===== src/u8f_pkg.sv =====
// ----------------------------------------------------------------------------
// u8f_pkg: shared types and constants for the UTF-8 orphan byte filter
// Holds the byte class limits and the command record that the front stage
// queues for the back stage.
// ----------------------------------------------------------------------------
`default_nettype none

package u8f_pkg;

    localparam logic [7:0] CONT_MASK  = 8'hC0;
    localparam logic [7:0] CONT_CODE  = 8'h80;
    localparam logic [7:0] LEAD2_LOW  = 8'hC0;
    localparam logic [7:0] LEAD3_LOW  = 8'hE0;
    localparam logic [7:0] LEAD4_LOW  = 8'hF0;
    localparam logic [7:0] LEAD_LIMIT = 8'hF5;
    localparam logic [7:0] ASCII_LIM  = 8'h80;

    localparam int unsigned MAX_BYTES = 4;
    localparam int unsigned QDEPTH    = 4;
    localparam int unsigned QPTR_W    = $clog2(QDEPTH);
    localparam int unsigned QCNT_W    = $clog2(QDEPTH + 1);

    // One queued command: one to four result items from a single input item.
    typedef struct packed {
        logic [MAX_BYTES-1:0][7:0] bytes;
        logic [1:0]                last_idx;   // index of the final result item
        logic                      byte_valid; // 0 only for a bare end marker
        logic                      end_of_run;
    } t_cmd;

endpackage

`default_nettype wire


===== src/u8f_front.sv =====
// ----------------------------------------------------------------------------
// u8f_front: classify input items and track the pending sequence
// Decides on each accepted item which bytes are released and forms one
// queue command when there is anything to emit.
// ----------------------------------------------------------------------------
`default_nettype none

module u8f_front (
    input  wire logic          i_clk,
    input  wire logic          i_rst_n,
    input  wire logic          i_accept,
    input  wire logic [7:0]    i_data_byte,
    input  wire logic          i_last_byte,
    output u8f_pkg::t_cmd      o_cmd,
    output logic               o_push
);

    logic [2:0][7:0] r_held;
    logic [1:0]      r_held_cnt;
    logic [1:0]      r_need_cnt;
    logic            r_at_start;

    logic [2:0][7:0] n_held;
    logic [1:0]      n_held_cnt;
    logic [1:0]      n_need_cnt;
    logic            n_at_start;

    logic [3:0][7:0] list;
    logic [2:0]      nres;
    logic            fresh;
    logic            is_cont;

    always_comb begin
        n_held     = r_held;
        n_held_cnt = r_held_cnt;
        n_need_cnt = r_need_cnt;
        n_at_start = r_at_start;
        list       = '0;
        nres       = 3'd0;
        fresh      = 1'b1;
        is_cont    = (i_data_byte & u8f_pkg::CONT_MASK) == u8f_pkg::CONT_CODE;

        if (r_at_start && i_last_byte) begin
            // single-byte stream passes unchanged
            list[0] = i_data_byte;
            nres    = 3'd1;
            fresh   = 1'b0;
        end else begin
            n_at_start = 1'b0;
            if (r_need_cnt != 2'd0) begin
                if (is_cont) begin
                    fresh = 1'b0;
                    if (r_need_cnt == 2'd1) begin
                        for (int i = 0; i < 4; i++) begin
                            if (i < int'(r_held_cnt)) begin
                                list[i] = r_held[i];
                            end else if (i == int'(r_held_cnt)) begin
                                list[i] = i_data_byte;
                            end
                        end
                        nres       = {1'b0, r_held_cnt} + 3'd1;
                        n_held_cnt = 2'd0;
                        n_need_cnt = 2'd0;
                    end else if (r_held_cnt < 2'd3) begin
                        n_held[r_held_cnt] = i_data_byte;
                        n_held_cnt         = r_held_cnt + 2'd1;
                        n_need_cnt         = r_need_cnt - 2'd1;
                    end else begin
                        n_held_cnt = 2'd0;
                        n_need_cnt = 2'd0;
                    end
                end else begin
                    // interrupted sequence: drop held bytes
                    n_held_cnt = 2'd0;
                    n_need_cnt = 2'd0;
                end
            end
            if (fresh) begin
                if (i_data_byte < u8f_pkg::ASCII_LIM) begin
                    list[0] = i_data_byte;
                    nres    = 3'd1;
                end else if (i_data_byte >= u8f_pkg::LEAD2_LOW &&
                             i_data_byte < u8f_pkg::LEAD_LIMIT) begin
                    n_held[0]  = i_data_byte;
                    n_held_cnt = 2'd1;
                    if (i_data_byte < u8f_pkg::LEAD3_LOW) begin
                        n_need_cnt = 2'd1;
                    end else if (i_data_byte < u8f_pkg::LEAD4_LOW) begin
                        n_need_cnt = 2'd2;
                    end else begin
                        n_need_cnt = 2'd3;
                    end
                end
            end
        end

        if (i_last_byte) begin
            n_held_cnt = 2'd0;
            n_need_cnt = 2'd0;
            n_at_start = 1'b1;
        end
    end

    always_comb begin
        o_cmd.bytes      = list;
        o_cmd.byte_valid = (nres != 3'd0);
        o_cmd.end_of_run = i_last_byte;
        o_cmd.last_idx   = (nres == 3'd0) ? 2'd0 : 2'(nres - 3'd1);
        o_push           = i_accept && ((nres != 3'd0) || i_last_byte);
    end

    always_ff @(posedge i_clk) begin
        if (!i_rst_n) begin
            r_held_cnt <= 2'd0;
            r_need_cnt <= 2'd0;
            r_at_start <= 1'b1;
        end else if (i_accept) begin
            r_held_cnt <= n_held_cnt;
            r_need_cnt <= n_need_cnt;
            r_at_start <= n_at_start;
        end
    end

    always_ff @(posedge i_clk) begin
        if (i_accept) begin
            r_held <= n_held;
        end
    end

endmodule

`default_nettype wire


===== src/u8f_queue.sv =====
// ----------------------------------------------------------------------------
// u8f_queue: command queue between front and back stages
// Small circular buffer; full stalls the front, empty idles the back.
// ----------------------------------------------------------------------------
`default_nettype none

module u8f_queue (
    input  wire logic          i_clk,
    input  wire logic          i_rst_n,
    input  wire logic          i_push,
    input  wire u8f_pkg::t_cmd i_cmd,
    input  wire logic          i_pop,
    output u8f_pkg::t_cmd      o_head,
    output logic               o_head_valid,
    output logic               o_full
);

    u8f_pkg::t_cmd r_mem [u8f_pkg::QDEPTH];
    logic [u8f_pkg::QPTR_W-1:0] r_wr_ptr;
    logic [u8f_pkg::QPTR_W-1:0] r_rd_ptr;
    logic [u8f_pkg::QCNT_W-1:0] r_count;

    logic do_pop;

    assign do_pop       = i_pop && (r_count != '0);
    assign o_head       = r_mem[r_rd_ptr];
    assign o_head_valid = (r_count != '0);
    assign o_full       = (r_count == u8f_pkg::QCNT_W'(u8f_pkg::QDEPTH));

    always_ff @(posedge i_clk) begin
        if (i_push) begin
            r_mem[r_wr_ptr] <= i_cmd;
        end
    end

    always_ff @(posedge i_clk) begin
        if (!i_rst_n) begin
            r_wr_ptr <= '0;
            r_rd_ptr <= '0;
            r_count  <= '0;
        end else begin
            if (i_push) begin
                r_wr_ptr <= r_wr_ptr + 1'b1;
            end
            if (do_pop) begin
                r_rd_ptr <= r_rd_ptr + 1'b1;
            end
            if (i_push && !do_pop) begin
                r_count <= r_count + 1'b1;
            end else if (!i_push && do_pop) begin
                r_count <= r_count - 1'b1;
            end
        end
    end

endmodule

`default_nettype wire


===== src/u8f_back.sv =====
// ----------------------------------------------------------------------------
// u8f_back: serialize queued commands into result items
// Steps through the bytes of the head command into an output register.
// ----------------------------------------------------------------------------
`default_nettype none

module u8f_back (
    input  wire logic          i_clk,
    input  wire logic          i_rst_n,
    input  wire u8f_pkg::t_cmd i_head,
    input  wire logic          i_head_valid,
    output logic               o_pop,
    input  wire logic          i_stall,
    output logic               o_valid,
    output logic [7:0]         o_out_byte,
    output logic               o_byte_valid,
    output logic               o_end_of_run
);

    logic [1:0] r_idx;
    logic       r_valid;
    logic [7:0] r_byte;
    logic       r_bval;
    logic       r_eor;

    logic load;
    logic is_final;

    assign is_final = (r_idx == i_head.last_idx);
    assign load     = i_head_valid && (!r_valid || !i_stall);
    assign o_pop    = load && is_final;

    always_ff @(posedge i_clk) begin
        if (!i_rst_n) begin
            r_idx   <= 2'd0;
            r_valid <= 1'b0;
        end else begin
            if (load) begin
                r_valid <= 1'b1;
                r_idx   <= is_final ? 2'd0 : r_idx + 2'd1;
            end else if (!i_stall) begin
                r_valid <= 1'b0;
            end
        end
    end

    // hold payload while stalled
    always_ff @(posedge i_clk) begin
        if (load) begin
            r_byte <= i_head.bytes[r_idx];
            r_bval <= i_head.byte_valid;
            r_eor  <= i_head.end_of_run && is_final;
        end
    end

    assign o_valid      = r_valid;
    assign o_out_byte   = r_byte;
    assign o_byte_valid = r_bval;
    assign o_end_of_run = r_eor;

endmodule

`default_nettype wire


===== src/utf8_orphan_byte_filter_unit.sv =====
// ----------------------------------------------------------------------------
// utf8_orphan_byte_filter_unit: UTF-8 sanitizer for a byte stream
// Flow: accepted items are queued as commands; the back stage steps each one
//   into the output register. Throughput: one input item per cycle unless the
//   four-entry command queue is full; a k-byte sequence leaves as k items.
// Reset: synchronous, active low; clears sequence state, queue and output.
// ----------------------------------------------------------------------------
`default_nettype none

module utf8_orphan_byte_filter_unit (
    input  wire logic       i_clk,
    input  wire logic       i_rst_n,
    input  wire logic       i_valid,
    output logic            o_stall,
    input  wire logic [7:0] i_data_byte,
    input  wire logic       i_last_byte,
    output logic            o_valid,
    input  wire logic       i_stall,
    output logic [7:0]      o_out_byte,
    output logic            o_byte_valid,
    output logic            o_end_of_run
);

    // Front: the sequence tracker. It decides, per input item, which bytes
    // come out and pushes them as one command. Stall only when the queue
    // is full, so the input side never waits on the output side directly.
    u8f_pkg::t_cmd  front_cmd;
    u8f_pkg::t_cmd  head_cmd;
    logic           head_valid;
    logic           pop;
    logic           push;
    logic           q_full;
    logic           in_accept;

    assign in_accept = i_valid && !o_stall;
    assign o_stall   = q_full;

    u8f_front u_front (
        .i_clk       (i_clk),
        .i_rst_n     (i_rst_n),
        .i_accept    (in_accept),
        .i_data_byte (i_data_byte),
        .i_last_byte (i_last_byte),
        .o_cmd       (front_cmd),
        .o_push      (push)
    );

    // Queue: decouples bursts of up to four result items from the input, which
    // takes one byte per cycle while the queue is not full.
    u8f_queue u_queue (
        .i_clk        (i_clk),
        .i_rst_n      (i_rst_n),
        .i_push       (push),
        .i_cmd        (front_cmd),
        .i_pop        (pop),
        .o_head       (head_cmd),
        .o_head_valid (head_valid),
        .o_full       (q_full)
    );

    // Back: serializes the head command into registered result items.
    u8f_back u_back (
        .i_clk        (i_clk),
        .i_rst_n      (i_rst_n),
        .i_head       (head_cmd),
        .i_head_valid (head_valid),
        .o_pop        (pop),
        .i_stall      (i_stall),
        .o_valid      (o_valid),
        .o_out_byte   (o_out_byte),
        .o_byte_valid (o_byte_valid),
        .o_end_of_run (o_end_of_run)
    );

endmodule

`default_nettype wire


===== config.mk =====
export PLATFORM = sky130hd
export DESIGN_NAME = utf8_orphan_byte_filter_unit
export DESIGN_NICKNAME = d
export VERILOG_FILES = /design/src/u8f_pkg.sv /design/src/u8f_front.sv /design/src/u8f_queue.sv /design/src/u8f_back.sv /design/src/utf8_orphan_byte_filter_unit.sv
export SDC_FILE = /design/constraint.sdc
export NUM_CORES = 1
export LEC_CHECK = 0
export BUFFER_PORTS_ARGS = -buffer_cell sky130_fd_sc_hd__buf_4
export CAP_MARGIN = 20
export CORE_MARGIN = 8
export CORE_UTILIZATION = 46
export CTS_CLUSTER_SIZE = 40
export DETAILED_ROUTE_END_ITERATION = 12
export GPL_TIMING_DRIVEN = 0
export PLACE_DENSITY = 0.69
export SLEW_MARGIN = 20
export SYNTH_ARGS = -nofsm -noshare
export SYNTH_HDL_FRONTEND = slang
export SYNTH_SLANG_ARGS = --single-unit

===== constraint.sdc =====
create_clock -name i_clk -period 3.3 [get_ports i_clk]
set_clock_uncertainty 0.1 [all_clocks]
set_input_delay 0.165 -clock i_clk [delete_from_list [all_inputs] [get_ports i_clk]]
set_output_delay 0.165 -clock i_clk [all_outputs]
set_load 0.1 [all_outputs]

Word-level counts from Yosys, hierarchy flattened
Memory sizes are Yosys's and may differ from the RTL's. A register that Yosys moved wholly into a read port is not among the register bits.
Cells that the tools add are included.

word-level totals
  memories = 1
  output and inout port bits = 12
  bits of input ports = 13
  memory bits (writable) = 144
  register bits = 49

memories
  name           words  width  read ports  clocked after Yosys merged registers in  wr ports  line             source
  u_queue.r_mem  4      36     1           1                                        1         u8f_queue.sv:18  u8f_pkg::t_cmd r_mem [u8f_pkg::QDEPTH];

cells by class
  $add $sub $neg = 9
  reductions and logical operators = 27
  muxes and demuxes = 67
  bitwise operators = 2
  equality and inequality tests = 9
  $lt $le $gt $ge = 12

operators with widths
  cell                   count
  $mux W8                19
  $mux W32               3
  $mux W2                23
  $lt A8 B8 Y1 const B   4
  $bwmux W24             1
  $mux W24               1
  $mux W3                8
  $bmux W8 S2            1
  $demux W8 S2           1
  $logic_and A1 B1 Y1    11
  $mux W1                10
  $add A2 B1 Y2 const B  4
  $ge A8 B8 Y1 const B   1
  $lt A2 B3 Y1 const B   2
  $reduce_and A6 Y1      1
  $reduce_bool A3 Y1     2
  $logic_not A1 Y1       5
  $eq A2 B2 Y1 const A   2
  $lt A1 B2 Y1 const A   2
  $reduce_and A2 Y1      2
  $reduce_bool A2 Y1     2
  $sub A2 B1 Y2 const B  2
  $add A2 B1 Y3 const B  1
  $add A3 B1 Y3 const B  1
  15 further kinds       17

Longest topological paths before layout
Gate-level depths: netlist of run 1.

  word-level depth = 14
  mapped depth = 13
  gate-level depth less buffers = 11

Hierarchy
A second synthesis of run 1 with hierarchy kept.

second synthesis, totals
  cells, all modules = 459
  area total of the unflattened synthesis = 8,227.9 um^2

by module, submodules not included
  module                        sequential area each (um^2)  cells an instance  instances  area each (um^2)
  u8f_queue                     4,504.3                      231                1          5,725.5
  u8f_front                     820.8                        187                1          1,813.0
  u8f_back                      360.3                        40                 1          675.6
  utf8_orphan_byte_filter_unit  0.0                          1                  1          13.8

Least setup slack after synthesis of run 1
No wires, ideal clock.

  kind = register to register
  start point = reg u_queue.r_count[0] in the netlist's numbering
  end point = reg u_queue.r_count[2] in the netlist's numbering
  arrival time = 4,157 ps
  library setup time = 71 ps
  slack = -1,027 ps
  path buffers = 1
  cell stages (with the launch flop) = 11
  clock period less this slack = 4,327 ps
  path through = dfxtp_1 > nor3b_1 > nor2b_1 > o31a_1 > buf_2 > ha_1 > inv_1 > fa_1 > xor2_1 > or3_1 > a21oi_1

on the way
  word-level cells in the longest chain between the ends = 7
  elaborated cells between the ends (all ways) = 17
  those cells by class = add/sub: 2; eq/ne: 1; mux: 2; reduce/logical: 12

RTL lines
  element                              line                                source
  start: declaration                   u8f_queue.sv:21                     logic [u8f_pkg::QCNT_W-1:0] r_count;
  start signal: assignment             u8f_queue.sv:49                     r_count <= r_count + 1'b1;
  start signal: assignment             u8f_queue.sv:51                     r_count <= r_count - 1'b1;
  $eq A3 B3 Y1 *                       u8f_queue.sv:28                     assign o_full = (r_count == u8f_pkg::QCNT_W'(u8f_pkg::QDEPTH));
  named net o_stall                    utf8_orphan_byte_filter_unit.sv:14  output logic o_stall,
  $logic_not A1 Y1 *                   utf8_orphan_byte_filter_unit.sv:35  assign in_accept = i_valid && !o_stall;
  $logic_and A1 B1 Y1 *                utf8_orphan_byte_filter_unit.sv:35
  $logic_and A1 B1 Y1 *                u8f_front.sv:109                    o_push = i_accept && ((nres != 3'd0) || i_last_byte);
  named net push                       utf8_orphan_byte_filter_unit.sv:31  logic push;
  $logic_not A1 Y1                     u8f_queue.sv:50                     end else if (!i_push && do_pop) begin
  $logic_and A1 B1 Y1                  u8f_queue.sv:50
  $reduce_bool A2 Y1 (no source line)  -

Mark *: on every way through the listed nets, which the timed path passes. The rest lies on a longest branch. The select of a mux whose other input is x is not followed.
A chain may end at the register's enable or synchronous reset.

Worst setup path in the final report of run 1
  start point = reg u_front.r_held_cnt[1]
  end point = reg u_queue.r_count[2] in the netlist's numbering

on the way
  word-level cells in the longest chain between the ends = 13
  elaborated cells between the ends (all ways) = 15
  those cells by class = add/sub: 1; mux: 7; reduce/logical: 7

RTL lines
  element                              line                                source
  start: declaration                   u8f_front.sv:19                     logic [1:0] r_held_cnt;
  start signal: assignment             u8f_front.sv:118                    r_held_cnt <= n_held_cnt;
  $add A2 B1 Y3 *                      u8f_front.sv:61                     nres = {1'b0, r_held_cnt} + 3'd1;
  $mux W3 *                            u8f_front.sv:53                     if (r_need_cnt == 2'd1) begin
  $mux W3 *                            u8f_front.sv:51                     if (is_cont) begin
  $mux W3 *                            u8f_front.sv:50                     if (r_need_cnt != 2'd0) begin
  $mux W3                              u8f_front.sv:79                     if (i_data_byte < u8f_pkg::ASCII_LIM) begin
  $mux W3 *                            u8f_front.sv:78                     if (fresh) begin
  $mux W3 *                            u8f_front.sv:43                     if (r_at_start && i_last_byte) begin
  $reduce_bool A3 Y1 *                 u8f_front.sv:109
  $logic_or A1 B1 Y1 *                 u8f_front.sv:109
  $logic_and A1 B1 Y1 *                u8f_front.sv:109
  named net push                       utf8_orphan_byte_filter_unit.sv:31
  $logic_not A1 Y1                     u8f_queue.sv:50
  $logic_and A1 B1 Y1                  u8f_queue.sv:50
  $reduce_bool A2 Y1 (no source line)  -

Mark *: on every way through the listed nets, which the timed path passes. The rest lies on a longest branch.

==> results.md, run 1 <==
- Status: finished clean
- Rel. slew slack: between 40 and 50%
- CTS Root Buffer Type: clkbuf_16
- Gr ovfl total: 0
- Initial antenna violation count: 0
- Layout Cells excl Fill: a little under 800
- Per-cell routed wire length: approximately 21 µm
- Row Count: between 40 and 50
- I/O pin cnt: 25
- Initial Util: a little under half
- Num CTS Buffers: 17
- Final Max Slew Viols: 0
- Bufs on Longest Clock Path: 2
- Synthesized area: just over 0.008 mm²
- DIE AREA: 0.0223 mm²
- PnR Total Power: between 6 and 7 mW
- Clock sink count: between 150 and 200
- Yosys warning count: 0
- DR vias/cell: between 5 and 6
- Post-route ant nets: 0
- First-pass GRT wire length: about 25,000 µm
- CP Launch Type: flop
- Final Hold Violating Endpoints: 0
- Post-DP HPWL: 10,800 µm
- Final setup fails: 0
- Clk_lat worst skew: 0.43 ns
- DRT iter0 DRCs: roughly 420
- Routed wire length on met3: 808 µm
- Clock transition at path regs: 0.07 ns
- Top Layer Used: met4
- Tmin final: approximately 3.1 ns
- Htree depth: 4
- IO Port Bufs: 24
- Number of flops mapped to enable cells by yosys: 178
- Die span in x: around 150 µm
- Max-capacitance violation count: 0
- Number of synthesized register bits: slightly below 200
- FFs w/ async S/R, synth: 0%
- Main area contributors after synthesis: edfxtp_1, mux4_2, mux4_1
- GP Congestion: around 0.85
- Antenna diode count: 0
- CTS tree: done
- Tot GR Track Use: between 10% and 20%
- Synth Area per Inst: 17.0 µm²
- Syn-to-layout area delta: 15.1%
- Worst Hold Slack: around 0.074 ns
- VDD IR max: 0.357 mV
- Data required time of the worst path: 3.56 ns
- TNS Setup: 0 ns
- DRC: 0
- Pwr dens: about 730 mW/mm²
- Post-synth cell types: 46
- Pleak: between 3 and 4 nW
- Data arrival, critical path: about 3.4 ns
- First-pass DRT Iterations: 5
- Synth top area share: about 65%
- Final nets: 569
- Period utilization: a little over nine tenths
- Synth Instances: slightly below 500
- Peak Freq: approximately 320 MHz
- Sequential-to-total area share from yosys stat: a little over two thirds
- Critical path class: flop to flop
- Die Y: around 150 µm
- Core area: 0.0174 mm²
- Actual slew at the worst max-slew pin: 0.878 ns
- Primary FF master, synth: edfxtp_1
- Layout cells sized above 1: approximately a fifth
- Hold Path Class: input pin to flop
- Largest net degree at the start of global routing: 25
- WL met1: 6920 µm
- Post-synth top area cell: edfxtp_1
- Vias in the first global route: about 4,500
- RSZ-0062 raised after global routing: false
- Total Wirelength: 16,000 µm
- Critical path fanouts, max: 10
- Total number of vias: around 4,400
- CP Capture Type: flop
- Placed Instances: 738
- Routed length on met2: between 8000 and 9000 µm
==> cell type report <==
cell class | count | area (µm²)
Tap cell | 225 | 282
Sequential cell | 195 | 5690
Clock inverter | 13 | 100
Multi-Input combinational cell | 256 | 2330
Timing Repair Buffer | 40 | 389
Inverter | 11 | 41.3
Fill cell | 1323 | 7960
Clock buffer | 19 | 433
Buffer | 22 | 143
==> stage by stage <==
stage / worst slack, ns / utilization [%] / area, µm²
floorplan: 0.0767 / - / 8190
global placement: -0.694 / 49.8 / 8650
detailed placement: -0.0678 / 50.4 / 8750
CTS: 0.115 / 54.2 / 9400
finish: 0.196 / 54.2 / 9400
global route: 0.0110 / 54.2 / 9400
==> Yosys cell counts, types with 3 or more instances <==
cell and count:
clkbuf_1 10, mux2i_1 6, ha_1 12, mux4_2 28, xor2_1 3, mux2_2 9, dfxtp_1 17, inv_1 11
nand2b_1 5, a21oi_1 26, nand2_1 28, edfxtp_1 178, and3_1 14, nor3_1 9, nor2b_1 6, nand3_1 3
nor2_1 37, and2_1 10, o21a_1 3, o21ai_0 8, o211ai_1 5, a22o_1 7, buf_2 7, mux4_1 13
==> layout by cell type (no fill, tap or decap), types with 12 or more instances in the layout <==
cell type and instances:
mux4_2 28, ha_1 12, a21oi_1 25, dfxtp_1 16, and3_1 14, clkbuf_16 17, mux4_1 13, buf_4 24
nor2_1 37, edfxtp_1 178, nand2_1 28
==> registers in the layout, indices dropped and copies added, names as in the netlist, 2 cells and up, named ones only <==
register            cells
u_queue.r_count         3
u_front.r_need_cnt      2
u_back.r_idx            2
u_queue.r_rd_ptr        2
u_front.r_held_cnt      2
u_queue.r_wr_ptr        2
u_back.o_out_byte       8
u_front.r_held         24
u_queue.r_mem         144
==> what timing repair did <==
item / in CTS / in global routing
setup buffers: 0 / 0
setup endpoints to repair: 1 / 1
endpoints found under the hold margin: 27 / 0
hold buffers: 11 / 0
gates resized for setup: 1 / 2
==> power by group <==
group          switching [mW]  internal (mW)
logic                    1.19          0.701
clock network           0.904          0.976
registers              0.0955           3.01
total                    2.19           4.68
==> final timing paths <==
path,from,end,slack [ns],depth (start not counted)
max reg2reg,u_front.r_held_cnt[1],u_queue.r_count[2],0.20,13
min reg2reg,u_back.o_valid,u_back.o_valid,0.37,2
max,u_front.r_held_cnt[1],u_queue.r_count[2],0.20,13
min,i_valid,u_front.r_need_cnt[0],0.07,4
==> cell families (layout without fill, tap and decap cells) <==
family / Yosys count / in the layout / share of synthesized area [%]
xor+xnor: 5 / 5 / 0.536
buf+inv: 33 / 105 / 2.21
flops: 195 / 195 / 69.6
compound gates: 57 / 57 / 4.43
mux: 56 / 56 / 13.9
fa+ha+maj: 13 / 13 / 2.08
simple gates: 121 / 121 / 7.22
other cells: 1 / 4 / 0.0459
==> metal layers <==
| metal | up-vias | track usage (%) |
|---|---|---|
| met4 | 0 | 4.85 |
| met3 | 13 | 2.91 |
| met2 | 121 | 25.2 |
| met1 | 2267 | 19.5 |
| met5 | - | 0 |
| li1 | 2006 | - |
==> worst max-delay path, stage by stage, from the launching register on <==
cell and delay [ns]:
dfxtp_1 0.39, clkbuf_4 0.23, inv_1 0.14, ha_1 0.39, nor2_1 0.06, nor3_1 0.14
o31a_1 0.15, buf_2 0.16, ha_1 0.19, inv_1 0.06, fa_1 0.37, xor2_1 0.18
or3_1 0.32, a21oi_1 0.15
Note: power is estimated with default switching activity, not from simulation.
==> inputs of run 2 (changes only) <==
--- a/config.mk
+++ b/config.mk
@@ -7,7 +7,7 @@
 export LEC_CHECK = 0
 export BUFFER_PORTS_ARGS = -buffer_cell sky130_fd_sc_hd__buf_4
 export CAP_MARGIN = 20
-export CORE_MARGIN = 8
+export CORE_MARGIN = 4
 export CORE_UTILIZATION = 46
 export CTS_CLUSTER_SIZE = 40
 export DETAILED_ROUTE_END_ITERATION = 12
==> run 2 against run 1 <==
  * Wire length rose by 0.47%
  * Non-clock buffer count rose by 2
  * Die area down 10%
  * Count of clock-buffer cells in the layout is 2 lower
  * Via count decreased by 1.1%
  * Global-route usage up 2.1 points
  * Critical path type unchanged
  * Largest cell class unchanged
  * Largest power group unchanged
==> results.md, run 2 (synthesis gave the netlist of run 1 again) <==
- Total Wirelength: approximately 16,000 µm
- Per-cell routed wire length: 20.6 µm
- Syn-to-layout area delta: 16.3%
- Final Max Slew Viols: 0
- Num CTS Buffers: 17
- DRC: 0
- Htree depth: 4
- Layout cells sized above 1: a little over a fifth
- Initial Util: a little under half
- Clock sink count: between 150 and 200
- Peak Freq: between 300 and 400 MHz
- RSZ-0062 raised after global routing: false
- Layout Cells excl Fill: about 780
- Critical path fanouts, max: 10
- Gr ovfl total: 0
- Initial antenna violation count: 0
- TNS Setup: 0 ns
- VDD IR max: 0.399 mV
- Critical path class: flop to flop
- CP Capture Type: flop
- Die span in x: about 140 µm
- Actual slew at the worst max-slew pin: roughly 0.84 ns
- Bufs on Longest Clock Path: 2
- GP Congestion: ~0.83
- Clock transition at path regs: ~0.07 ns
- DR vias/cell: ~5.6
- Max reg flops: ~140
- Data required time of the worst path: 3.55 ns
- Hold Path Class: input pin to flop
- Rel. slew slack: around 44%
- Final setup fails: 0
- I/O pin cnt: 25
- Antenna diode count: 0
- Period utilization: between 90% and 100%
- IO Port Bufs: 24
- Largest net degree at the start of global routing: 22
- DRT iter0 DRCs: a little under 400
- CP Launch Type: flop
- Die Y: between 100 and 150 µm
- First-pass GRT wire length: around 26,000 µm
- Status: finished clean
- Data arrival, critical path: 3.39 ns
- CTS Root Buffer Type: clkbuf_16
- PnR Total Power: around 7 mW
- Clk_lat worst skew: about 0.43 ns
- First-pass DRT Iterations: 5
- Pwr dens: about 740 mW/mm²
- Most frequent cells in the layout: edfxtp_1, nor2_1, nand2_1, mux4_2, buf_4
- Tot GR Track Use: roughly 17%
- CTS tree: done
- Max-capacitance violation count: 0
- Most common library cell in the layout ignoring fill and taps: edfxtp_1
- Placed Instances: roughly 740
- Core area: about 0.017 mm²
- DIE AREA: 0.0200 mm²
- Post-DP HPWL: about 11,000 µm
- Final Hold Violating Endpoints: 0
- Top reg by flops: u_queue.r_mem
- Total number of vias: between 4,000 and 5,000
- Tmin final: 3.13 ns
- Row Count: 48
- Pleak: around 3.2 nW
- Worst Hold Slack: 0.0697 ns
- Vias in the first global route: between 4,000 and 5,000
- Post-route ant nets: 0
- Final nets: about 570
[run 2: routing by layer]
metal	track usage, %	vias up	share of wire, %
met3	3.94	20	4.3
li1	-	2011	-
met4	5.10	0	1.4
met1	23.2	2218	44
met5	0	-	0
met2	28.3	110	50
[run 2: worst max-delay path, stage by stage, from the launching register on]
cell and delay, ns:
dfxtp_1 0.40, clkbuf_4 0.25, clkinvlp_4 0.16, ha_4 0.32, nor2_1 0.04, nor3_1 0.14, o31a_1 0.15, buf_2 0.16
ha_1 0.21, inv_1 0.07, fa_1 0.37, xor2_1 0.18, or3_1 0.32, a21oi_1 0.17
[run 2: what timing repair did]
item | 4_1_cts | 5_1_grt
gates resized for setup | 1 | 4
endpoints found under the setup margin | 1 | 1
pin swaps | 0 | 0
hold endpoints to repair | 26 | 0
hold buffers | 11 | 0
setup buffers | 0 | 2
[run 2: power breakdown]
part	leakage, nW	switching (mW)	internal [mW]
sequential	1.79	0.0968	3.01
clock	0.277	0.900	1.12
combinational	1.15	1.18	0.705
total	3.21	2.18	4.83
[run 2: worst paths after layout]
kind | start | end | slack (ns) | cells after the start
min reg2reg | u_front.r_need_cnt[1] | u_front.r_need_cnt[1] | 0.39 | 2
min | i_valid | u_front.r_need_cnt[0] | 0.07 | 4
max | u_front.r_held_cnt[1] | u_queue.r_count[2] | 0.17 | 13
max reg2reg | u_front.r_held_cnt[1] | u_queue.r_count[2] | 0.17 | 13
[run 2: area by class of cell]
type	instances	area [µm²]
plain buffers	22	143
clock buffers	17	425
clock inverters	15	155
fillers	1336	7860
inverters	11	45.0
multi-input cells	256	2340
flip-flops and latches	195	5690
well taps	225	282
repair buffers	42	419
[run 2: stage by stage]
step / cell area (µm²) / worst slack (ns) / utilization (%)
final: 9500 / 0.168 / 54.7
after global routing: 9500 / 0.00237 / 54.7
after CTS: 9460 / 0.0160 / 54.5
after detailed placement: 8770 / -0.177 / 50.5
after global placement: 8650 / -0.703 / 49.8
after floorplan: 8190 / 0.0767 / -
==> inputs of run 3 (changes only) <==
--- a/config.mk
+++ b/config.mk
@@ -13,6 +13,7 @@
 export DETAILED_ROUTE_END_ITERATION = 12
 export GPL_TIMING_DRIVEN = 0
 export PLACE_DENSITY = 0.69
+export RECOVER_POWER = 25
 export SLEW_MARGIN = 20
 export SYNTH_ARGS = -nofsm -noshare
 export SYNTH_HDL_FRONTEND = slang
==> run 3 against run 2 <==
  * Critical path type unchanged
  * Global-route usage unchanged
  * Utilization down 0.56 points
  * Non-clock buffer count did not move
  * Clock power hardly changed
  * First-iteration DRC count down 10%
  * Flip-flop and latch count stayed put
  * Via count increased by 0.67%
  * Sequential power barely moved
  * Die area unchanged
  * Maximum frequency decreased by 0.17%
  * Wire length grew 0.49%
  * Combinational power down 5%
==> results.md, run 3 (synthesis gave the netlist of run 1 again) <==
- Largest net degree at the start of global routing: 22
- Multi-input gate area: 0.00233 mm²
- CTS tree: done
- Net Sw Power: ~2.2 mW
- RSZ-0062 raised after global routing: false
- Data arrival, critical path: ~3.4 ns
- PnR Total Power: 6.92 mW
- Clk pwr share: just under 30%
- CP Launch Type: flop
- Clk_lat worst skew: ~0.43 ns
- I/O pin cnt: 25
- Critical path class: flop to flop
- DIE AREA: about 0.020 mm²
- Layout filler cell count: 1,365
- Sequential cell area: between 0.005 and 0.006 mm²
- First-pass DRT Iterations: 5
- Core area: approximately 0.017 mm²
- Final setup fails: 0
- Vias in the first global route: 4,533
- Most common library cell in the layout ignoring fill and taps: edfxtp_1
- Top reg by flops: u_queue.r_mem
- Pleak: 3.12 nW
- Period utilization: 95.1%
- Reg power frac: between 40% and 50%
- Critical path fanouts, max: 10
- Antenna diode count: 0
- Actual slew at the worst max-slew pin: about 1.2 ns
- IO Port Bufs: 24
- Layout Cells excl Fill: roughly 800
- First-pass GRT wire length: 25,600 µm
- Syn-to-layout area delta: 15.1%
- Sw Ratio: around a third
- Clock sink count: about 200
- Initial antenna violation count: 0
- Initial Util: between 40 and 50%
- Status: finished clean
- Tot GR Track Use: between 10% and 20%
- VDD IR max: a little under 0.4 mV
- Peak Freq: between 300 and 400 MHz
- Most frequent cells in the layout: edfxtp_1, nor2_1, clkbuf_1
- Layout cells sized above 1: between 15 and 20%
- Hold Path Class: input pin to flop
- Final nets: 571
- Pwr dens: 737 mW/mm²
- Post-DP HPWL: about 11,000 µm
- Num CTS Buffers: 17
- Htree depth: 4
- Post-route ant nets: 0
- Die Y: around 140 µm
- GP Congestion: roughly 0.83
- Final Max Slew Viols: 0
- DRC: 0
- CP Capture Type: flop
- Gr ovfl total: 0
- Final Hold Violating Endpoints: 0
- Comb pwr share: 26.0%
- Total number of vias: 4,388
- CTS Root Buffer Type: clkbuf_16
- Total Wirelength: between 15,000 and 20,000 µm
- TNS Setup: 0 ns
- Per-cell routed wire length: slightly above 20 µm
- Max reg flops: around 140
- DR vias/cell: around 5.6
- Data required time of the worst path: around 3.6 ns
- DRT iter0 DRCs: between 300 and 400
- Rel. slew slack: roughly a fifth
- Die span in x: 141 µm
- Placed Instances: between 700 and 800
- Clock transition at path regs: 0.07 ns
- Row Count: 48
- Pint: about 4.7 mW
- Tmin final: around 3.1 ns
- Max-capacitance violation count: 0
- Bufs on Longest Clock Path: 2
-- run 3: power by group through the flow --
stage / logic [mW] / registers [mW] / clock network (mW)
after floorplan: 0.911 / 3.66 / 0
after global placement: 1.81 / 3.15 / 0
after detailed placement: 1.90 / 3.16 / 0
after CTS: 1.91 / 3.11 / 2.04
after global routing: 1.93 / 3.13 / 2.16
final: 1.80 / 3.10 / 2.02
-- run 3: timing repair --
item / in CTS / in global routing
resized for setup: 1 / 4
endpoints found under the setup margin: 1 / 1
setup buffers: 0 / 2
hold buffers: 11 / 0
gates cloned: 0 / 0
hold endpoints to repair: 26 / 0
-- run 3: per-stage QoR --
step | cell area, µm² | util [%] | setup slack, ns | hold WS, ns
2_1_floorplan | 8190 | - | 0.0767 | 0.141
3_3_place_gp | 8650 | 49.8 | -0.703 | 0.272
3_5_place_dp | 8770 | 50.5 | -0.177 | 0.274
4_1_cts | 9460 | 54.5 | 0.0160 | 0.0516
5_1_grt | 9400 | 54.1 | 0.00235 | 0.109
6_report | 9400 | 54.1 | 0.162 | 0.0648
-- run 3: layer usage --
metal | vias up | GRT usage (%) | routed length [µm] | part of all wire, %
li1 | 2012 | - | - | -
met1 | 2240 | 23.2 | 7060 | 44
met2 | 118 | 28.3 | 8110 | 50
met3 | 18 | 3.94 | 778 | 4.8
met4 | 0 | 5.10 | 213 | 1.3
met5 | - | 0 | 0 | 0
-- run 3: final cells by class --
| cell class | instances | share of cell area (%) |
|---|---|---|
| Multi-Input combinational cell | 256 | 24.8 |
| Clock inverter | 15 | 1.65 |
| Tap cell | 225 | 3.00 |
| Sequential cell | 195 | 60.5 |
| Timing Repair Buffer | 42 | 3.54 |
| Clock buffer | 17 | 4.53 |
| Buffer | 22 | 1.49 |
| Inverter | 11 | 0.479 |
-- run 3: final timing paths --
| kind | start | endpoint | slack [ns] | depth (start not counted) |
|---|---|---|---|---|
| worst min register to register | u_front.r_need_cnt[1] | u_front.r_need_cnt[1] | 0.40 | 2 |
| worst max register to register | u_front.r_held_cnt[1] | u_queue.r_count[2] | 0.16 | 13 |
| worst max-delay path | u_front.r_held_cnt[1] | u_queue.r_count[2] | 0.16 | 13 |
| worst min-delay path | i_valid | u_front.r_need_cnt[0] | 0.06 | 4 |
-- run 3: critical path, stage by stage (launching register included) --
cell	delay [ns]
dfxtp_1	0.40
clkbuf_4	0.25
clkinvlp_4	0.16
ha_4	0.32
nor2_1	0.04
nor3_1	0.14
o31a_1	0.15
buf_2	0.17
ha_1	0.21
inv_1	0.07
fa_1	0.37
xor2_1	0.18
or3_1	0.32
a21oi_1	0.17
